File: src/assert_macros.svh
// Assertion macros shared by the chart RTL.
`ifndef ASSERT_MACROS_SVH
`define ASSERT_MACROS_SVH
`ifndef SYNTHESIS
// Implication property checked on every rising edge outside reset.
`define RAC_ASSERT(lbl, clk, rstn, prop, msg) \
  lbl: assert property (@(posedge clk) disable iff (!rstn) (prop)) else $error(msg);
// Expression that must never be true outside reset.
`define RAC_NEVER(lbl, clk, rstn, expr, msg) \
  lbl: assert property (@(posedge clk) disable iff (!rstn) !(expr)) else $error(msg);
`else
`define RAC_ASSERT(lbl, clk, rstn, prop, msg)
`define RAC_NEVER(lbl, clk, rstn, expr, msg)
`endif
`endif

File: src/rac_pkg.sv
// Shared types and constants of the risk-adjusted CUSUM chart.
package rac_pkg;
  localparam int FRAC_BITS_DEF   = 12;
  localparam int COUNT_WIDTH_DEF = 24;
  localparam logic [29:0] LN2_Q30 = 30'd744261118;
  localparam int SQR_ITERS = 24;

  // register indexes
  localparam logic [2:0] REG_RA        = 3'd0;
  localparam logic [2:0] REG_LOG_RA    = 3'd1;
  localparam logic [2:0] REG_THRESHOLD = 3'd2;
  localparam logic [2:0] REG_W_FAIL    = 3'd3;
  localparam logic [2:0] REG_W_SUCC    = 3'd4;
  localparam logic [2:0] REG_RISK_ADJ  = 3'd5;
  localparam logic [2:0] REG_MODE      = 3'd6;
  localparam logic [2:0] REG_WARMUP    = 3'd7;

  // chart modes
  localparam logic [1:0] MODE_CONDITIONAL = 2'd1;
  localparam logic [1:0] MODE_CYCLICAL    = 2'd2;

  typedef enum logic [2:0] {
    ST_IDLE, ST_NORM, ST_SQR, ST_MUL, ST_RND, ST_UPD
  } state_t;

  typedef struct packed {
    logic load;
    logic norm_step;
    logic mant_load;
    logic sqr_step;
    logic mul;
    logic rnd;
    logic upd;
  } ctrl_cmd_t;

  typedef struct packed {
    logic log_in;
    logic norm_done;
    logic sqr_last;
    logic out_free;
  } ctrl_sts_t;
endpackage

File: src/rac_ctrl.sv
// Controller state machine sequencing one item through the datapath.
module rac_ctrl import rac_pkg::*; (
  input  logic      clk,
  input  logic      rst_n,
  input  logic      in_valid,
  output logic      in_stall,
  input  ctrl_sts_t sts,
  output ctrl_cmd_t cmd
);
  state_t state_r, state_nxt;

  // state register
  always_ff @(posedge clk) begin
    if (!rst_n) state_r <= ST_IDLE;
    else        state_r <= state_nxt;
  end

  // next state and commands
  always_comb begin
    state_nxt = state_r;
    cmd       = '0;
    in_stall  = 1'b1;
    case (state_r)
      ST_IDLE: begin
        in_stall = 1'b0;
        if (in_valid) begin
          cmd.load  = 1'b1;
          state_nxt = sts.log_in ? ST_NORM : ST_UPD;
        end
      end
      ST_NORM: begin
        if (sts.norm_done) begin
          cmd.mant_load = 1'b1;
          state_nxt     = ST_SQR;
        end else begin
          cmd.norm_step = 1'b1;
        end
      end
      ST_SQR: begin
        cmd.sqr_step = 1'b1;
        if (sts.sqr_last) state_nxt = ST_MUL;
      end
      ST_MUL: begin
        cmd.mul   = 1'b1;
        state_nxt = ST_RND;
      end
      ST_RND: begin
        cmd.rnd   = 1'b1;
        state_nxt = ST_UPD;
      end
      ST_UPD: begin
        if (sts.out_free) begin
          cmd.upd   = 1'b1;
          state_nxt = ST_IDLE;
        end
      end
      default: state_nxt = ST_IDLE;
    endcase
  end

  `include "assert_macros.svh"
  `RAC_ASSERT(a_one_cmd, clk, rst_n, $onehot0(cmd), "more than one datapath command")
  `RAC_ASSERT(a_upd_idle, clk, rst_n, cmd.upd |=> !in_stall, "not idle after update")
  `RAC_ASSERT(a_load_stall, clk, rst_n, cmd.load |=> in_stall, "item taken while busy")
endmodule

File: src/rac_datapath.sv
// Datapath: configuration, iterative fixed-point log, score and count update.
module rac_datapath import rac_pkg::*; #(
  parameter int FRAC_BITS   = FRAC_BITS_DEF,
  parameter int COUNT_WIDTH = COUNT_WIDTH_DEF
) (
  input  logic         clk,
  input  logic         rst_n,
  input  logic         cfg_we,
  input  logic [2:0]   cfg_index,
  input  logic [19:0]  cfg_data,
  input  logic         in_action,
  input  logic [15:0]  in_risk,
  input  logic         in_outcome,
  input  logic         out_stall,
  output logic         out_valid,
  output logic [19:0]  out_score,
  output logic [16:0]  out_weight,
  output logic [23:0]  out_run_length,
  output logic         out_alarm,
  output logic         out_in_warmup,
  input  ctrl_cmd_t    cmd,
  output ctrl_sts_t    sts
);
  localparam int AW   = ((FRAC_BITS + 16 > 32) ? FRAC_BITS + 16 : 32) + 1;
  localparam int EW   = $clog2(AW);
  localparam int LGI  = EW + 2;
  localparam int LGW  = LGI + 24;
  localparam int PRW  = LGW + 30;
  localparam int SH   = 54 - FRAC_BITS;
  localparam int FW   = PRW + 2;
  localparam int CW   = COUNT_WIDTH;
  localparam int XW   = (CW > 24) ? CW : 24;

  // configuration registers
  logic [15:0] ra_r, wu_r;
  logic signed [15:0] log_ra_r, wf_r, ws_r;
  logic [19:0] thr_r;
  logic        radj_r;
  logic [1:0]  mode_r;

  always_ff @(posedge clk) begin
    if (!rst_n) begin
      ra_r <= 16'd8192; log_ra_r <= 16'sd2839; thr_r <= 20'd18432;
      wf_r <= '0; ws_r <= '0; radj_r <= 1'b1; mode_r <= '0; wu_r <= '0;
    end else if (cfg_we) begin
      case (cfg_index)
        REG_RA:        ra_r     <= cfg_data[15:0];
        REG_LOG_RA:    log_ra_r <= $signed(cfg_data[15:0]);
        REG_THRESHOLD: thr_r    <= cfg_data;
        REG_W_FAIL:    wf_r     <= $signed(cfg_data[15:0]);
        REG_W_SUCC:    ws_r     <= $signed(cfg_data[15:0]);
        REG_RISK_ADJ:  radj_r   <= cfg_data[0];
        REG_MODE:      mode_r   <= cfg_data[1:0];
        REG_WARMUP:    wu_r     <= cfg_data[15:0];
        default: ;
      endcase
    end
  end

  // working registers
  logic        action_r, outcome_r, neg_r;
  logic [AW-1:0] norm_r;
  logic [EW-1:0] e_r;
  logic [30:0] m_r;
  logic [23:0] frac_r;
  logic [4:0]  it_r;
  logic [PRW-1:0] prod_r;
  logic signed [16:0] w_r;
  logic [19:0] score_r;
  logic [CW-1:0] count_r;
  logic        alarm_r;
  logic        out_valid_r;
  logic [19:0] out_score_r;
  logic [16:0] out_weight_r;
  logic [23:0] out_run_r;
  logic        out_alarm_r, out_warm_r;

  // log argument 2^F*(65536-p) + ra*p
  logic [16:0] risk_comp;
  logic [31:0] ra_p;
  logic [AW-1:0] arg;
  assign risk_comp = 17'h10000 - {1'b0, in_risk};
  assign ra_p      = ra_r * in_risk;
  assign arg       = (AW'(risk_comp) << FRAC_BITS) + AW'(ra_p);

  // squaring step
  logic [61:0] sq;
  logic [31:0] sq_hi;
  assign sq    = m_r * m_r;
  assign sq_hi = sq[61:30];

  // log2 to magnitude
  logic signed [LGI-1:0] lg_int;
  logic signed [LGW-1:0] lg;
  logic [LGW-1:0] lg_mag;
  assign lg_int = $signed({2'b00, e_r}) - LGI'(FRAC_BITS + 16);
  assign lg     = {lg_int, frac_r};
  assign lg_mag = lg[LGW-1] ? LGW'(-lg) : LGW'(lg);

  // rounding and weight
  logic [PRW:0] rsum, rmag;
  logic signed [FW-1:0] lnv, lra, wfull;
  logic signed [16:0] w_log, w_plain;
  assign rsum  = {1'b0, prod_r} + ((PRW + 1)'(1) << (SH - 1));
  assign rmag  = rsum >> SH;
  assign lnv   = neg_r ? -$signed({1'b0, rmag}) : $signed({1'b0, rmag});
  assign lra   = outcome_r ? FW'(log_ra_r) : '0;
  assign wfull = lra - lnv;
  always_comb begin
    if (wfull < $signed(FW'(-65536)))     w_log = 17'sh10000;
    else if (wfull > $signed(FW'(65535))) w_log = 17'sh0FFFF;
    else                                  w_log = wfull[16:0];
  end
  assign w_plain = in_outcome ? 17'(wf_r) : 17'(ws_r);

  // score, count and alarm update
  logic signed [21:0] ssum;
  logic [19:0] s_clamp, score_new;
  logic [CW-1:0] cnt_inc, cnt_new;
  logic alarm_new, warm, warm_new;
  logic [CW-1:0] run_full;
  logic [XW-1:0] run_x;
  logic [23:0] run_sat;
  assign ssum    = $signed({2'b00, score_r}) + 22'(w_r);
  assign s_clamp = ssum[21] ? 20'd0 : (ssum[20] ? 20'hFFFFF : ssum[19:0]);
  assign cnt_inc = (&count_r) ? count_r : count_r + 1'b1;
  assign warm    = cnt_inc <= CW'(wu_r);
  always_comb begin
    score_new = score_r;
    cnt_new   = count_r;
    alarm_new = alarm_r;
    if (action_r) begin
      score_new = '0;
      cnt_new   = '0;
      alarm_new = 1'b0;
    end else if (!alarm_r) begin
      score_new = s_clamp;
      cnt_new   = cnt_inc;
      if (s_clamp > thr_r) begin
        if (mode_r == MODE_CONDITIONAL && warm) begin
          score_new = '0;
          cnt_new   = '0;
        end else if (mode_r == MODE_CYCLICAL && warm) begin
          score_new = '0;
        end else begin
          alarm_new = 1'b1;
        end
      end
    end
  end
  assign warm_new = cnt_new <= CW'(wu_r);
  assign run_full = ((mode_r == MODE_CONDITIONAL || mode_r == MODE_CYCLICAL)) ?
                    (warm_new ? '0 : cnt_new - CW'(wu_r)) : cnt_new;
  assign run_x    = XW'(run_full);
  assign run_sat  = (run_x > XW'(24'hFFFFFF)) ? 24'hFFFFFF : 24'(run_x);

  // datapath registers
  always_ff @(posedge clk) begin
    if (cmd.load) begin
      action_r  <= in_action;
      outcome_r <= in_outcome;
      norm_r    <= arg;
      e_r       <= EW'(AW - 1);
      w_r       <= in_action ? '0 : w_plain;
    end
    if (cmd.norm_step) begin
      norm_r <= norm_r << 1;
      e_r    <= e_r - 1'b1;
    end
    if (cmd.mant_load) begin
      m_r    <= norm_r[AW-1 -: 31];
      frac_r <= '0;
      it_r   <= 5'(SQR_ITERS - 1);
    end
    if (cmd.sqr_step) begin
      it_r <= it_r - 1'b1;
      if (sq_hi[31]) begin
        m_r          <= sq_hi[31:1];
        frac_r[it_r] <= 1'b1;
      end else begin
        m_r <= sq_hi[30:0];
      end
    end
    if (cmd.mul) begin
      neg_r  <= lg[LGW-1];
      prod_r <= PRW'(lg_mag * LN2_Q30);
    end
    if (cmd.rnd) w_r <= w_log;
    if (cmd.upd) begin
      out_score_r  <= score_new;
      out_weight_r <= w_r;
      out_run_r    <= run_sat;
      out_alarm_r  <= alarm_new;
      out_warm_r   <= warm_new;
    end
  end

  // control state of the chart
  always_ff @(posedge clk) begin
    if (!rst_n) begin
      score_r     <= '0;
      count_r     <= '0;
      alarm_r     <= 1'b0;
      out_valid_r <= 1'b0;
    end else begin
      if (cmd.upd) begin
        score_r <= score_new;
        count_r <= cnt_new;
        alarm_r <= alarm_new;
      end
      if (cmd.upd)         out_valid_r <= 1'b1;
      else if (!out_stall) out_valid_r <= 1'b0;
    end
  end

  assign sts.log_in    = radj_r && !in_action;
  assign sts.norm_done = norm_r[AW-1];
  assign sts.sqr_last  = (it_r == '0);
  assign sts.out_free  = !out_valid_r || !out_stall;

  assign out_valid      = out_valid_r;
  assign out_score      = out_score_r;
  assign out_weight     = out_weight_r;
  assign out_run_length = out_run_r;
  assign out_alarm      = out_alarm_r;
  assign out_in_warmup  = out_warm_r;

  `include "assert_macros.svh"
  `RAC_NEVER(a_norm_zero, clk, rst_n, cmd.norm_step && norm_r == '0, "log argument is zero")
  `RAC_NEVER(a_mant_norm, clk, rst_n, cmd.sqr_step && !m_r[30], "mantissa not normalized")
  `RAC_ASSERT(a_alarm_hold, clk, rst_n, !cmd.upd |=> $stable(alarm_r),
              "alarm changed without update")
endmodule

File: src/risk_adjusted_cusum_chart.sv
// Restart and plain-mode items go from load straight to the update state; with the
// log, normalize shifts one bit a cycle, then 24 squaring steps of the mantissa,
// a multiply by ln 2 and rounding precede the update. Items are taken one at a time.
// The result register lets the next item start while a result waits.
// Reset (rst_n low, synchronous) clears score, count, alarm and loads the
// register defaults.
module risk_adjusted_cusum_chart import rac_pkg::*; #(
  parameter int FRAC_BITS   = FRAC_BITS_DEF,
  parameter int COUNT_WIDTH = COUNT_WIDTH_DEF
) (
  input  logic        clk,
  input  logic        rst_n,
  input  logic        cfg_we,
  input  logic [2:0]  cfg_index,
  input  logic [19:0] cfg_data,
  input  logic        in_valid,
  output logic        in_stall,
  input  logic        in_action,
  input  logic [15:0] in_risk,
  input  logic        in_outcome,
  output logic        out_valid,
  input  logic        out_stall,
  output logic [19:0] out_score,
  output logic [16:0] out_weight,
  output logic [23:0] out_run_length,
  output logic        out_alarm,
  output logic        out_in_warmup
);
  ctrl_cmd_t cmd;
  ctrl_sts_t sts;

  rac_ctrl u_ctrl (
    .clk(clk), .rst_n(rst_n), .in_valid(in_valid), .in_stall(in_stall),
    .sts(sts), .cmd(cmd)
  );

  rac_datapath #(.FRAC_BITS(FRAC_BITS), .COUNT_WIDTH(COUNT_WIDTH)) u_dp (
    .clk(clk), .rst_n(rst_n),
    .cfg_we(cfg_we), .cfg_index(cfg_index), .cfg_data(cfg_data),
    .in_action(in_action), .in_risk(in_risk), .in_outcome(in_outcome),
    .out_stall(out_stall), .out_valid(out_valid),
    .out_score(out_score), .out_weight(out_weight),
    .out_run_length(out_run_length), .out_alarm(out_alarm),
    .out_in_warmup(out_in_warmup),
    .cmd(cmd), .sts(sts)
  );
endmodule

File: config.mk
export PLATFORM = sky130hd
export DESIGN_NAME = risk_adjusted_cusum_chart
export DESIGN_NICKNAME = d
export VERILOG_FILES = /design/src/rac_pkg.sv /design/src/rac_ctrl.sv /design/src/rac_datapath.sv /design/src/risk_adjusted_cusum_chart.sv
export VERILOG_INCLUDE_DIRS = /design/src /design/src/src
export SDC_FILE = /design/constraint.sdc
export NUM_CORES = 2
export LEC_CHECK = 0
export ABC_AREA = 0
export BUFFER_PORTS_ARGS = -buffer_cell sky130_fd_sc_hd__buf_2
export CAP_MARGIN = 5
export CORE_UTILIZATION = 45
export DETAILED_ROUTE_END_ITERATION = 10
export PLACE_DENSITY_LB_ADDON = 0.12
export SLEW_MARGIN = 10
export SYNTH_ARGS = -nofsm -noshare
export SYNTH_HDL_FRONTEND = slang
export SYNTH_HIERARCHICAL = 1
export SYNTH_SLANG_ARGS = --single-unit
File: constraint.sdc
create_clock -name clk -period 17.09 [get_ports clk]
set_clock_uncertainty 0.2 [all_clocks]
set_input_delay 0.8545 -clock clk [delete_from_list [all_inputs] [get_ports clk]]
set_output_delay 0.8545 -clock clk [all_outputs]
set_load 0.05 [all_outputs]
# Word level (Yosys, flattened, before mapping)
# Cells that the tools add are included.
# totals
regBits,395
latch_bits,0
mem_bits_rw,0
mem_bits_ro,0
in_bits,46
out_inout_bits,65
wordCells,158
mem_count,0
# classes
addsub,12
mul,3
div,0
magnitude_cmp,8
n_eq_ne,19
n_shift,0
muxes,61
n_bitwise,1
reduce_logical,25
# op_table
cell,n
24-bit two-way mux,10
20-bit two-way mux,7
64-bit two-way mux,2
17-bit two-way mux,6
31-bit two-way mux,3
33-bit two-way mux,2
64-bit by 17-bit greater-than comparator with 1-bit output (second input constant),1
64-bit by 17-bit less-than comparator with 1-bit output (second input constant),1
21-bit negator with 64-bit output,1
64-bit subtractor,1
62-bit by 42-bit adder with 63-bit output (second input constant),1
31-bit by 31-bit multiplier with 62-bit output,1
32-bit by 29-bit multiplier with 61-bit output (second input constant),1
24-bit by 16-bit <= comparator with 1-bit output,2
29-bit by 32-bit adder with 33-bit output,1
16-bit by 16-bit multiplier with 32-bit output,1
32-bit two-way mux,1
32-bit negator,1
24-bit by 1-bit adder with 24-bit output (second input constant),1
24-bit greater-than comparator (second input constant),1
24-bit OR,1
24-bit AND reduction,1
24-bit by 16-bit subtractor with 24-bit output,1
21-bit by 17-bit adder with 22-bit output,1
other kinds (29),80

# Longest topological paths before layout
# depth
ltp_word,12
ltp_mapped,43
depth_no_buf,41

# Cells and area by module
# Netlist, hierarchy kept.
# by_module_without_submodules
mod,instances,cells_per_inst,area_each_um2,seq_area_each_um2
rac_datapath,1,7995,73201.5,8828.5
rac_ctrl,1,32,267.8,60.1

# Worst setup path before layout
# Ideal clock, no wire load.
# synth_timing
path_kind,reg-to-reg
from,register u_dp.frac_r[0]
to,register u_dp.prod_r[61] (data pin)
setup_time_ns,0.260
arrival_ns,9.064
required_time_ns,16.630
path_slack_ns,7.566
path_stages_with_launch,38
n_path_buf,0
synth_period_minus_slack_ns,9.524
path_cell_list,dfxtp_1 inv_1 nand4_1 nor2_1 and2_1 nand2_1 nor2_1 nand2_1 o41ai_1 nand2_1 xor2_1 inv_1 fa_1 inv_1 fa_1 inv_1 fa_1 inv_1 [2 not listed] fa_1 fa_1 inv_1 fa_1 fa_1 ha_1 a21o_1 a21o_1 a211oi_1 o221ai_1 or3_1 o211ai_1 o22ai_1 a21oi_1 a31oi_1 a221o_1 a21oi_1 xnor2_1
# synth_via
elab_chain_cells,3
# synth_rtl
element,line,text
from (decl),rac_datapath.sv:65,logic [23:0] frac_r;
from (signal assigned),rac_datapath.sv:172,frac_r <= '0;
"from (signal, indexed assignment)",rac_datapath.sv:179,frac_r[it_r] <= 1'b1;
32-bit negator,rac_datapath.sv:98,assign lg_mag = lg[LGW-1] ? LGW'(-lg) : LGW'(lg);
32-bit two-way mux *,rac_datapath.sv:98,
32-bit by 29-bit multiplier with 61-bit output *,rac_datapath.sv:186,prod_r <= PRW'(lg_mag * LN2_Q30);
to (signal assigned),rac_datapath.sv:186,
to (decl),rac_datapath.sv:67,logic [PRW-1:0] prod_r;
# Mark *: on every way between the ends. The rest lies on a longest branch, timed or not.
# A chain may end at the register's enable or synchronous reset.

# Worst setup path in the final report
# Same ends and word-level chain as after synthesis.

==> impl_summary.txt <==
----------------------------------------------------
[Clocking]
  Resized Gates After CTS ... 0
  Largest buffer count on any clock path ... 3
  Root buf cell ... sky130_fd_sc_hd__clkbuf_16
  Total setup buffers inserted after CTS ... 0
  Maximum level of the CTS H-tree ... 2
  Number of hold buffers added after cts ... 0
  TritonCTS clock tree ... yes
  Clock transition at the registers of the reported paths ... 0.07 ns
  Clock Sink Count ... between 300 and 400
  Clk Latency, worst-skew pair ... 0.60 ns
  TritonCTS Buffers ... 44

[Placed design]
  Number of buffers inserted by port buffering ... 110
  Inst Count DP ... between 10000 and 15000
  Final Wtd Congestion ... 0.933
  Half-perimeter wire length after placement ... about 160000 um

[Floorplanning]
  Die Wd ... around 410 um
  Y dimension of the die ... 406 um
  Initial cell density of the core ... a little under half
  Placeable Area ... 161000 um2
  Total Die Area ... between 150000 and 200000 um2
  Io pins ... between 100 and 150
  Number of standard-cell rows in the floorplan ... 147

[Layout]
  Fill cell total of the finished layout ... ~16000
  Cell Count, Final, Fillers Out ... between 10000 and 15000
  Commonest non-fill, non-tap cell in the layout ... sky130_fd_sc_hd__inv_1
  Ratio of cells with drive above 1 in the final layout ... ~4%
  Area delta synth->final ... 5.90%
  Commonest non-fill, non-tap cells in the layout ... 1769 x sky130_fd_sc_hd__inv_1, 1327 x sky130_fd_sc_hd__fa_1, 912 x sky130_fd_sc_hd__nand2_1
  Area taken by flip-flops and latches ... between 8000 and 9000 um2
  Final layout net count ... approximately 10000
  Area occupied by multi-input gates ... between 50000 and 60000 um2

[Hold path]
  Worst hold path startpoint ... u_dp/w_r[6]
  Hold/Removal Path Class ... reg2reg

[GRT]
  Maximum number of pins on one net before global-route repair ... 94
  GRT overflow ... 0
  Vias in the first global route ... 57700
  Global-route wire length before repair ... roughly 330000 um
  Antenna violations before repair ... 5
  Global Route Usage Sum ... ~25%

[Timing]
  Setup Viol. Count Final ... 0
  Unrepaired setup endpoints after global routing ... false
  Time the worst path needs with I/O delays and setup ... around 11 ns
  Final-report max-slew violation count ... 0
  Max transition margin ... between 20% and 30%
  Highest clock rate ... 89.0 MHz
  Slew @ Worst Pin ... between 1 and 1.5 ns
  Post-route fraction of the period consumed by the critical path ... 65.7%
  Hold violation count in the final report ... 0
  Setup TNS after final layout ... 0 ns

[Logic synthesis]
  Share of synthesized flip-flops with an asynchronous set or reset ... 0%
  Proportion of synthesized chip area in sequential cells ... 12.1%
  Number of unique standard cell types used by synthesis ... around 100
  Register bit total from synthesis ... 355
  Number of cells produced by synthesis ... between 8000 and 9000
  Total standard cell area after synthesis ... approximately 73000 um2
  Most instantiated flip-flop cell in the synthesis netlist ... sky130_fd_sc_hd__edfxtp_1
  Count of flip-flops with a built-in enable after synthesis ... about 180
  Synth Warn # ... 6
  Mean instance size in the synthesized netlist ... just over 9 um2

[Drt]
  Vias per inst ... around 5.3
  DR vias ... roughly 54000
  Number of iterations in the first detailed-routing pass ... 5
  Post-DRT Antenna Nets ... 0
  # DRC ... 0
  Number of violations reported at the end of detailed-routing iteration 0 ... between 3000 and 4000
  WL per Instance ... 19.8 um
  Final routed wirelength across all metal layers ... slightly above 200000 um

[Worst setup path]
  Beginning of the critical path ... u_dp/frac_r[0]
  Classification of the worst setup path ... reg2reg
  WP data arrival ... roughly 11 ns
  Worst reg2reg startpoint ... u_dp/frac_r[0]
  Biggest fanout along the worst timing path ... 9
  Data required time of the critical path ... approximately 17 ns
  Sort of element at the start of the critical path ... flip-flop
  Critical Path Slowest Stage Cell ... sky130_fd_sc_hd__fa_1
  Kind of end point of the critical path ... flip-flop
  Largest stage delay, worst path ... approximately 0.58 ns
  Most frequent CP cell ... sky130_fd_sc_hd__fa_1

[Run status]
  Outcome ... finished clean

[Run]
  Max-cap check violation count ... 0

----------------------------------------------------
[per-stage QoR]
step           area (um2)  hold slack, ns  setup WS [ns]  util, %
4_1_cts             77800           0.257           5.84     48.2
5_1_grt             77800           0.277           5.19     48.2
2_1_floorplan       73600           0.232           7.57        -
6_report            77800           0.257           5.86     48.2
3_5_place_dp        76300           0.244           5.91     47.3
3_3_place_gp        76300           0.238           6.07     47.3
[kinds of logic (layout without fill, tap and decap cells)]
family	Yosys count	in the layout	share of synthesized area (%)
flops	355	355	12.1
simple gates	2076	2076	13.5
compound gates	1079	1079	9.73
other cells	2	32	0.0102
xor+xnor	265	265	3.16
buf+inv	2043	2039	10.5
fa+ha+maj	2164	2164	50.4
mux	43	43	0.594
[final timing paths]
| check | end | slack (ns) | cells past startpoint |
|---|---|---|---|
| max reg2reg | u_dp/prod_r[61] | 5.86 | 37 |
| max | u_dp/prod_r[61] | 5.86 | 37 |
| min reg2reg | u_dp/out_weight[6] | 0.26 | 0 |
| min | u_dp/out_weight[6] | 0.26 | 0 |
[cells in the mapped netlist (23+ instances only)]
cell type | count | area (um2)
sky130_fd_sc_hd__edfxtp_1 | 178 | 5350
sky130_fd_sc_hd__nand2_1 | 912 | 3420
sky130_fd_sc_hd__o22ai_1 | 46 | 288
sky130_fd_sc_hd__ha_1 | 837 | 10500
sky130_fd_sc_hd__xor2_1 | 88 | 771
sky130_fd_sc_hd__fa_1 | 1327 | 26600
sky130_fd_sc_hd__dfxtp_1 | 177 | 3540
sky130_fd_sc_hd__and3_1 | 47 | 294
sky130_fd_sc_hd__nor4_1 | 28 | 175
sky130_fd_sc_hd__or3_1 | 26 | 163
sky130_fd_sc_hd__nand2b_1 | 59 | 369
sky130_fd_sc_hd__a31oi_1 | 43 | 269
sky130_fd_sc_hd__clkbuf_1 | 225 | 845
sky130_fd_sc_hd__a21o_1 | 107 | 803
sky130_fd_sc_hd__nand3_1 | 99 | 495
sky130_fd_sc_hd__inv_1 | 1769 | 6640
sky130_fd_sc_hd__nand4_1 | 47 | 294
sky130_fd_sc_hd__o21a_1 | 50 | 375
sky130_fd_sc_hd__or2_2 | 23 | 144
sky130_fd_sc_hd__mux2i_1 | 38 | 380
sky130_fd_sc_hd__o21ai_0 | 229 | 1150
sky130_fd_sc_hd__nor2b_1 | 69 | 432
sky130_fd_sc_hd__and2_1 | 322 | 2010
sky130_fd_sc_hd__a21boi_0 | 99 | 743
sky130_fd_sc_hd__xnor2_1 | 177 | 1550
sky130_fd_sc_hd__nor2_1 | 308 | 1160
sky130_fd_sc_hd__nor3_1 | 73 | 365
sky130_fd_sc_hd__a21oi_1 | 239 | 1200
sky130_fd_sc_hd__o31ai_1 | 32 | 240
[state kept, by name, summed over array words and instances, names as in the netlist, 20 cells and up]
signal and flops:
u_dp/count_r 24, u_dp/frac_r 24, u_dp/m_r 31, u_dp/norm_r 33, u_dp/out_run_length 24, u_dp/out_score 20, u_dp/prod_r 21, u_dp/score_r 20
u_dp/thr_r 20
[critical path, delay by kind of cell, from the launching register on]
| kind | cells | cell delay (ns) |
|---|---|---|
| adders and majority gates | 9 | 4.14 |
| AOI/OAI and AO/OA | 11 | 3.06 |
| and+or+nand+nor | 8 | 1.47 |
| buffers and inverters | 7 | 0.94 |
| xor gates and xnor gates | 2 | 0.65 |
| DFF | 1 | 0.48 |
[layout make-up]
cell class / count / area share (%)
antenna: 3 / 0.00965
clock buffer: 58 / 1.58
tap: 2160 / 3.47
inverter: 1774 / 8.56
multi-input combinational: 5656 / 73.2
clock inverter: 24 / 0.306
timing repair buffer: 183 / 1.42
sequential: 355 / 11.4
[routing by layer]
| layer | vias up | part of all wire [%] | GRT usage, % | routed length, um |
|---|---|---|---|---|
| li1 | 25300 | - | - | - |
| met1 | 27500 | 46 | 35.7 | 92700 |
| met2 | 1237 | 48 | 42.5 | 96800 |
| met3 | 208 | 4.3 | 2.06 | 8690 |
| met4 | 2 | 1.9 | 4.89 | 3790 |
| met5 | - | 0.0064 | 0 | 13 |
Power is not shown: default switching activity piles up to over one toggle a cycle in this logic, so the estimate is an artifact.
